**src/rtl/rpcs_pkg.sv**
```systemverilog
// shared types, constants and helpers for the rotated pixel colour stream
package rpcs_pkg;

    localparam int MAX_DIM = 4096;
    localparam int DIM_W   = $clog2(MAX_DIM) + 1;
    localparam int CNT_W   = $clog2(MAX_DIM);

    localparam int POS_W   = 32;
    localparam int TRIG_W  = 16;
    localparam int CH_W    = 8;
    localparam int CFG_A_W = 3;
    localparam int CFG_D_W = 32;

    // bt.601 luma weights scaled by 2^16
    localparam int LUMA_W       = 25;
    localparam int LUMA_K_RED   = 19595;
    localparam int LUMA_K_GREEN = 38470;
    localparam int LUMA_K_BLUE  = 7471;
    localparam int LUMA_ROUND   = 32768;
    localparam int LUMA_SHIFT   = 16;

    typedef enum logic [2:0] {
        MODE_PASS  = 3'd0,
        MODE_BLUE  = 3'd1,
        MODE_RED   = 3'd2,
        MODE_GREEN = 3'd3,
        MODE_GREY  = 3'd4
    } color_mode_t;

    typedef enum logic [CFG_A_W-1:0] {
        CFG_COLOR_MODE   = 3'd0,
        CFG_MIRROR_FLAGS = 3'd1,
        CFG_IMAGE_WIDTH  = 3'd2,
        CFG_IMAGE_HEIGHT = 3'd3,
        CFG_ORIGIN_X     = 3'd4,
        CFG_ORIGIN_Y     = 3'd5,
        CFG_ROT_COS      = 3'd6,
        CFG_ROT_SIN      = 3'd7
    } cfg_index_t;

    typedef struct packed {
        logic [CH_W-1:0] blue;
        logic [CH_W-1:0] green;
        logic [CH_W-1:0] red;
    } pixel_t;

    // q1.14 to q16.16 step, sign extended
    function automatic logic [POS_W-1:0] q14_to_step(input logic [TRIG_W-1:0] v);
        q14_to_step = {{(POS_W-TRIG_W-2){v[TRIG_W-1]}}, v, 2'b00};
    endfunction

    // zero counts as one, oversize clamps to the maximum
    function automatic logic [DIM_W-1:0] eff_dim(input logic [DIM_W-1:0] d);
        if (d == '0) begin
            eff_dim = DIM_W'(1);
        end else if (d > DIM_W'(MAX_DIM)) begin
            eff_dim = DIM_W'(MAX_DIM);
        end else begin
            eff_dim = d;
        end
    endfunction

endpackage

```
**src/rtl/rpcs_color.sv**
```systemverilog
// colour mode mapping and colour change detection
module rpcs_color
    import rpcs_pkg::*;
(
    input  color_mode_t mode,
    input  pixel_t      pix,
    input  pixel_t      last_pix,
    output pixel_t      color,
    output logic        differ
);

    logic [LUMA_W-1:0] luma_sum;
    logic [CH_W-1:0]   luma;
    logic              all_differ;

    assign luma_sum = LUMA_W'(LUMA_K_RED)   * LUMA_W'(pix.red)
                    + LUMA_W'(LUMA_K_GREEN) * LUMA_W'(pix.green)
                    + LUMA_W'(LUMA_K_BLUE)  * LUMA_W'(pix.blue)
                    + LUMA_W'(LUMA_ROUND);
    assign luma = luma_sum[LUMA_SHIFT +: CH_W];

    assign all_differ = (pix != last_pix);

    always_comb begin
        case (mode)
            MODE_GREY: begin
                color  = '{blue: luma, green: luma, red: luma};
                differ = all_differ;
            end
            MODE_GREEN: begin
                color  = '{blue: ~pix.green, green: '1, red: ~pix.green};
                differ = all_differ;
            end
            MODE_RED: begin
                color  = '{blue: ~pix.red, green: ~pix.red, red: '1};
                differ = (pix.red != last_pix.red);
            end
            MODE_BLUE: begin
                color  = '{blue: '1, green: ~pix.blue, red: ~pix.blue};
                differ = (pix.blue != last_pix.blue);
            end
            default: begin
                color  = pix;
                differ = all_differ;
            end
        endcase
    end

endmodule

```
**src/rtl/rotated_pixel_color_stream_top.sv**
```systemverilog
// top level: raster scan walker, colour mapping and stream handshake
// an accepted pixel beat moves from the input register to the output register once that is empty or being drained
// throughput: one pixel per cycle while m_tready does not stall the output, input register then output register
// s_tready stays high while the output register is empty or being drained
// reset clears counters, stored pixel and valids; config returns to defaults
module rotated_pixel_color_stream_top
    import rpcs_pkg::*;
(
    input  logic               aclk,
    input  logic               aresetn,
    input  logic               cfg_wr_en,
    input  logic [CFG_A_W-1:0] cfg_addr,
    input  logic [CFG_D_W-1:0] cfg_wr_data,
    input  logic               s_tvalid,
    output logic               s_tready,
    input  logic [23:0]        s_tdata,   // in_red, in_green, in_blue
    output logic               m_tvalid,
    input  logic               m_tready,
    output logic [111:0]       m_tdata,   // pos_x, pos_y, out_red, out_green, out_blue,
                                          // src_col, src_row
    output logic               m_tuser,   // color_set
    output logic               m_tlast    // frame_end
);

    color_mode_t       color_mode_reg;
    logic [1:0]        mirror_flags_reg;
    logic [DIM_W-1:0]  image_width_reg, image_height_reg;
    logic [POS_W-1:0]  origin_x_reg, origin_y_reg;
    logic [TRIG_W-1:0] rot_cos_reg, rot_sin_reg;

    logic              in_vld_reg;
    pixel_t            in_pix_reg;

    logic [CNT_W-1:0]  col_count_reg, row_count_reg;
    logic [CNT_W-1:0]  col_count_next, row_count_next;
    logic [POS_W-1:0]  row_start_x_reg, row_start_y_reg, point_x_reg, point_y_reg;
    logic [POS_W-1:0]  row_start_x_next, row_start_y_next, point_x_next, point_y_next;
    pixel_t            last_pixel_reg, last_pixel_next;

    logic              out_vld_reg;
    logic [POS_W-1:0]  out_pos_x_reg, out_pos_y_reg;
    pixel_t            out_color_reg;
    logic [CNT_W-1:0]  out_src_col_reg, out_src_row_reg;
    logic              out_set_reg, out_end_reg;

    logic              adv, fire;
    logic              frame_start;
    logic [DIM_W-1:0]  w_eff, h_eff;
    logic [DIM_W-1:0]  col_inc, row_inc, col_mir, row_mir;
    logic              col_wrap, row_wrap;
    logic [POS_W-1:0]  cur_px, cur_py, cur_rsx, cur_rsy;
    logic [POS_W-1:0]  step_cos, step_sin;
    pixel_t            last_eff, mapped;
    logic              differ;
    logic [CNT_W-1:0]  src_col, src_row;

    // configuration registers
    always_ff @(posedge aclk) begin
        if (!aresetn) begin
            color_mode_reg   <= MODE_PASS;
            mirror_flags_reg <= '0;
            image_width_reg  <= DIM_W'(1);
            image_height_reg <= DIM_W'(1);
            origin_x_reg     <= '0;
            origin_y_reg     <= '0;
            rot_cos_reg      <= TRIG_W'(16384);
            rot_sin_reg      <= '0;
        end else if (cfg_wr_en) begin
            case (cfg_index_t'(cfg_addr))
                CFG_COLOR_MODE:   color_mode_reg   <= color_mode_t'(cfg_wr_data[2:0]);
                CFG_MIRROR_FLAGS: mirror_flags_reg <= cfg_wr_data[1:0];
                CFG_IMAGE_WIDTH:  image_width_reg  <= cfg_wr_data[DIM_W-1:0];
                CFG_IMAGE_HEIGHT: image_height_reg <= cfg_wr_data[DIM_W-1:0];
                CFG_ORIGIN_X:     origin_x_reg     <= cfg_wr_data;
                CFG_ORIGIN_Y:     origin_y_reg     <= cfg_wr_data;
                CFG_ROT_COS:      rot_cos_reg      <= cfg_wr_data[TRIG_W-1:0];
                CFG_ROT_SIN:      rot_sin_reg      <= cfg_wr_data[TRIG_W-1:0];
                default: ;
            endcase
        end
    end

    assign adv      = !out_vld_reg || m_tready;
    assign fire     = adv && in_vld_reg;
    assign s_tready = !in_vld_reg || adv;

    // input register
    always_ff @(posedge aclk) begin
        if (!aresetn) begin
            in_vld_reg <= 1'b0;
        end else if (s_tready) begin
            in_vld_reg <= s_tvalid;
        end
        if (s_tvalid && s_tready) begin
            in_pix_reg <= pixel_t'({s_tdata[23:16], s_tdata[15:8], s_tdata[7:0]});
        end
    end

    // scan position
    assign frame_start = (col_count_reg == '0) && (row_count_reg == '0);
    assign cur_px   = frame_start ? origin_x_reg : point_x_reg;
    assign cur_py   = frame_start ? origin_y_reg : point_y_reg;
    assign cur_rsx  = frame_start ? origin_x_reg : row_start_x_reg;
    assign cur_rsy  = frame_start ? origin_y_reg : row_start_y_reg;
    assign last_eff = frame_start ? pixel_t'('0) : last_pixel_reg;

    assign step_cos = q14_to_step(rot_cos_reg);
    assign step_sin = q14_to_step(rot_sin_reg);

    assign w_eff    = eff_dim(image_width_reg);
    assign h_eff    = eff_dim(image_height_reg);
    assign col_inc  = {1'b0, col_count_reg} + DIM_W'(1);
    assign row_inc  = {1'b0, row_count_reg} + DIM_W'(1);
    assign col_wrap = (col_inc >= w_eff);
    assign row_wrap = col_wrap && (row_inc >= h_eff);

    // mirrored address wraps modulo the counter width
    assign col_mir  = w_eff - DIM_W'(1) - {1'b0, col_count_reg};
    assign row_mir  = h_eff - DIM_W'(1) - {1'b0, row_count_reg};
    assign src_col  = mirror_flags_reg[0] ? col_mir[CNT_W-1:0] : col_count_reg;
    assign src_row  = mirror_flags_reg[1] ? row_mir[CNT_W-1:0] : row_count_reg;

    rpcs_color u_color (
        .mode     (color_mode_reg),
        .pix      (in_pix_reg),
        .last_pix (last_eff),
        .color    (mapped),
        .differ   (differ)
    );

    always_comb begin
        last_pixel_next  = differ ? in_pix_reg : last_eff;
        row_start_x_next = cur_rsx;
        row_start_y_next = cur_rsy;
        point_x_next     = cur_px + step_cos;
        point_y_next     = cur_py + step_sin;
        col_count_next   = col_inc[CNT_W-1:0];
        row_count_next   = row_count_reg;
        if (col_wrap) begin
            col_count_next   = '0;
            row_start_x_next = cur_rsx - step_sin;
            row_start_y_next = cur_rsy + step_cos;
            point_x_next     = row_start_x_next;
            point_y_next     = row_start_y_next;
            row_count_next   = row_wrap ? '0 : row_inc[CNT_W-1:0];
        end
    end

    always_ff @(posedge aclk) begin
        if (!aresetn) begin
            col_count_reg   <= '0;
            row_count_reg   <= '0;
            last_pixel_reg  <= '0;
            row_start_x_reg <= '0;
            row_start_y_reg <= '0;
            point_x_reg     <= '0;
            point_y_reg     <= '0;
        end else if (fire) begin
            col_count_reg   <= col_count_next;
            row_count_reg   <= row_count_next;
            last_pixel_reg  <= last_pixel_next;
            row_start_x_reg <= row_start_x_next;
            row_start_y_reg <= row_start_y_next;
            point_x_reg     <= point_x_next;
            point_y_reg     <= point_y_next;
        end
    end

    // output register
    always_ff @(posedge aclk) begin
        if (!aresetn) begin
            out_vld_reg <= 1'b0;
        end else if (adv) begin
            out_vld_reg <= in_vld_reg;
        end
        if (fire) begin
            out_pos_x_reg   <= cur_px;
            out_pos_y_reg   <= cur_py;
            out_color_reg   <= mapped;
            out_set_reg     <= differ;
            out_src_col_reg <= src_col;
            out_src_row_reg <= src_row;
            out_end_reg     <= row_wrap;
        end
    end

    assign m_tvalid = out_vld_reg;
    assign m_tdata  = {out_src_row_reg, out_src_col_reg, out_color_reg.blue,
                       out_color_reg.green, out_color_reg.red, out_pos_y_reg, out_pos_x_reg};
    assign m_tuser  = out_set_reg;
    assign m_tlast  = out_end_reg;

`ifndef ASSERT_OFF
    // an empty output register must never hold off the input side
    a_ready_when_empty: assert property (@(posedge aclk) disable iff (!aresetn)
        !out_vld_reg |-> s_tready)
        else $error("s_tready low with empty output register");

    // the last pixel of a frame returns the scan to its start
    a_frame_end_wraps: assert property (@(posedge aclk) disable iff (!aresetn)
        (fire && row_wrap) |=> (col_count_reg == '0 && row_count_reg == '0))
        else $error("counters not cleared after frame end");

    // the first pixel of a frame is plotted at the origin
    a_origin_at_start: assert property (@(posedge aclk) disable iff (!aresetn)
        (fire && frame_start) |=> (out_pos_x_reg == $past(origin_x_reg)
                                   && out_pos_y_reg == $past(origin_y_reg)))
        else $error("frame start not plotted at origin");
`endif

endmodule

```
**config.mk**
```make
export PLATFORM = sky130hd
export DESIGN_NAME = rotated_pixel_color_stream_top
export DESIGN_NICKNAME = d
export VERILOG_FILES = /design/src/rtl/rpcs_pkg.sv /design/src/rtl/rpcs_color.sv /design/src/rtl/rotated_pixel_color_stream_top.sv
export SDC_FILE = /design/constraint.sdc
export NUM_CORES = 2
export LEC_CHECK = 0
export BUFFER_PORTS_ARGS = -buffer_cell sky130_fd_sc_hd__buf_2
export CAP_MARGIN = 15
export CORE_UTILIZATION = 50
export CTS_BUF_LIST = sky130_fd_sc_hd__clkbuf_4
export CTS_CLUSTER_DIAMETER = 30
export DETAILED_ROUTE_END_ITERATION = 12
export PLACE_DENSITY = 0.66
export SKIP_CTS_REPAIR_TIMING = 1
export SLEW_MARGIN = 10
export SYNTH_ARGS = -nofsm -noshare
export SYNTH_HDL_FRONTEND = slang
export SYNTH_SLANG_ARGS = --single-unit
```
**constraint.sdc**
```tcl
create_clock -name aclk -period 8.35 [get_ports aclk]
set_clock_uncertainty 0.1 [all_clocks]
set_input_delay 1.2525 -clock aclk [delete_from_list [all_inputs] [get_ports aclk]]
set_output_delay 1.2525 -clock aclk [all_outputs]
set_load 0.01 [all_outputs]
```
==> impl_metrics.ini <==
[route]
wl_per_cell_um = 18.12
vias_per_cell = 5.605
first_pass_iters = 6
via_count = 27930
drtIter0Drc = 2004
drc_errors = 0
postRouteAntennaNets = 0
wl_mm = 90.29

[synthesis]
seq_area_frac_synth_pct = 31.60
synthTopCellsByArea = dfxtp_1, ha_1, edfxtp_1, nand2_1, fa_1
synthesis.instances = 3836
syn_area_um2 = 32440
syn_nets = 4357
yosysTopAreaCell = dfxtp_1
synth_warnings = 0
yosysMostFrequentCell = nand2_1
synthArstFlopShare_pct = 0
synth_top_area_share_pct = 18.82
synth_edf_count = 138
ys_ff_latch = 443
synth_ff_type = dfxtp_1
ys_top_cells_by_count = nand2_1, ha_1, dfxtp_1
syn_area_per_cell_um2 = 8.457
yosysUniqueCellTypes = 86

[worst_setup_path]
cp_top_family = adder cells
crit_fanout = 12
cp.arrival_ps = 8600
worst_ep_required_time_ps = 9090
cpMaxStageDelayCell = fa_1
crit_path_end_kind = flop
crit_type = reg2reg
cp_num_buf_inv = 4
start_kind = flop
cpPeakStageDelay_ps = 510

[run_status]
status = finished, final reports clean

[grt]
first_global_vias = 26800
overflow = 0
grtUsageTotal_pct = 27.60
antenna_found_initial = 3
grt_max_degree = 138
grt_pass1_wl_mm = 144.7

[power]
total_power_mw = 9.292
clkPwrFrac_pct = 22.5
p_per_area_nw_per_um2 = 259.4
power_frac_comb_pct = 51.6
p_leak_nw = 16.01
switchingPower_mw = 3.865
peakVddDrop_v = 0.0002944
pwr-share-seq_pct = 25.9
internal_power_mw = 5.427
swShare_pct = 41.59

[timing]
fin_ws_ps = 492.4
slew_violations = 0
setup_violations = 0
hold_ws_ps = 361.5
finalHoldViolations = 0
fmaxAchievable_ghz = 0.1273
slew_headroom_pct = 13.18
min_period_ps = 7858
min_period_over_period_pct = 94.10
worst_pin_slew_ps = 1298

[place]
dp_hpwl_mm = 64.53
dp_slack_ps = 280.2
routabilityCongestion = 0.8942
place_area_um2 = 34100
port_buffers = 179

[final_layout]
layout.nets = 4540
multiInputGateArea_um2 = 20460
syn2layout_area_growth_pct = 10.44
regArea_um2 = 10250
finalInstanceArea_um2 = 35830
fill_cells = 6050
drive_above_1_share_pct = 11.83

[cts]
h-tree-depth = 4
cts_inserted_buffers = 135
root_buffer = clkbuf_4
clock_sinks = 443
cts.path.max_buffers = 3
tritoncts = built
cts.clk_slew.worst_paths_ps = 70
clkLatencyLatePin_ps = 990

[floorplanning]
die_x_um = 256.7
num_rows = 93
core_um2 = 64230
die_y_um = 256.7
dieArea_um2 = 65910
io_pins = 180
start_util_pct = 50.51

[hold_path]
hp-class = in2reg

[run]
drv_cap = 0
[worst paths after layout]
path                        start              end  slack [ps]  depth (start not counted)
hold reg to reg   origin_y_reg[5]  origin_y_reg[5]         360                          2
setup reg to reg   in_pix_reg[14]      m_tdata[84]         490                         29
setup / recovery   in_pix_reg[14]      m_tdata[84]         490                         29
hold / removal         s_tdata[8]    in_pix_reg[8]         360                          1
[layout by cell type, fill, tap and decap left out, types with 138 or more instances in the layout]
| master | Yosys | routed |
|---|---|---|
| clkbuf_4 | 0 | 184 |
| nor2_1 | 169 | 167 |
| a21boi_0 | 159 | 159 |
| inv_1 | 294 | 293 |
| edfxtp_1 | 138 | 138 |
| buf_2 | 3 | 178 |
| a21oi_1 | 228 | 228 |
| o21ai_0 | 241 | 241 |
| ha_1 | 332 | 332 |
| dfxtp_1 | 305 | 305 |
| nand2_1 | 769 | 769 |
[per-stage QoR]
step	TNS (ps)	util (%)	instances
2_1_floorplan	0	-	3836
3_3_place_gp	0	53.09	4734
3_5_place_dp	0	53.09	4734
4_1_cts	0	55.71	4977
5_1_grt	-132.8	55.77	4982
6_report	0	55.78	4983
[layout make-up]
type	count	area share, %
Antenna cell	3	0.02095
Clock buffer	184	3.856
Clock inverter	59	0.8486
Inverter	294	3.101
Multi-Input combinational cell	2921	57.11
Sequential cell	443	28.61
Tap cell	855	2.986
Timing Repair Buffer	224	3.468
[power by group through the flow]
stage | clock network (mW) | registers (mW) | logic [mW]
floorplan | 0 | 2.45 | 3.41
global placement | 0 | 2.45 | 4.43
detailed placement | 0 | 2.45 | 4.53
CTS | 2.16 | 2.41 | 4.56
global route | 2.28 | 2.42 | 5.45
finish | 2.09 | 2.41 | 4.80
[metal layers]
| metal | global-route usage, % | part of all wire (%) |
|---|---|---|
| met3 | 4.557 | 6.0 |
| met4 | 8.862 | 2.0 |
| met1 | 38.67 | 47 |
| met5 | 0 | 0 |
| met2 | 43.20 | 45 |
[logic make-up after synthesis]
| family | share of synthesized area, % |
|---|---|
| XOR/XNOR | 4.590 |
| AO/OA/AOI/OAI | 19.79 |
| multiplexers | 0.8832 |
| adder cells (fa/ha/maj) | 20.52 |
| buffers and inverters | 5.550 |
| AND/OR/NAND/NOR | 17.07 |
| flip-flops | 31.60 |
(Power assumes the default switching activity.)
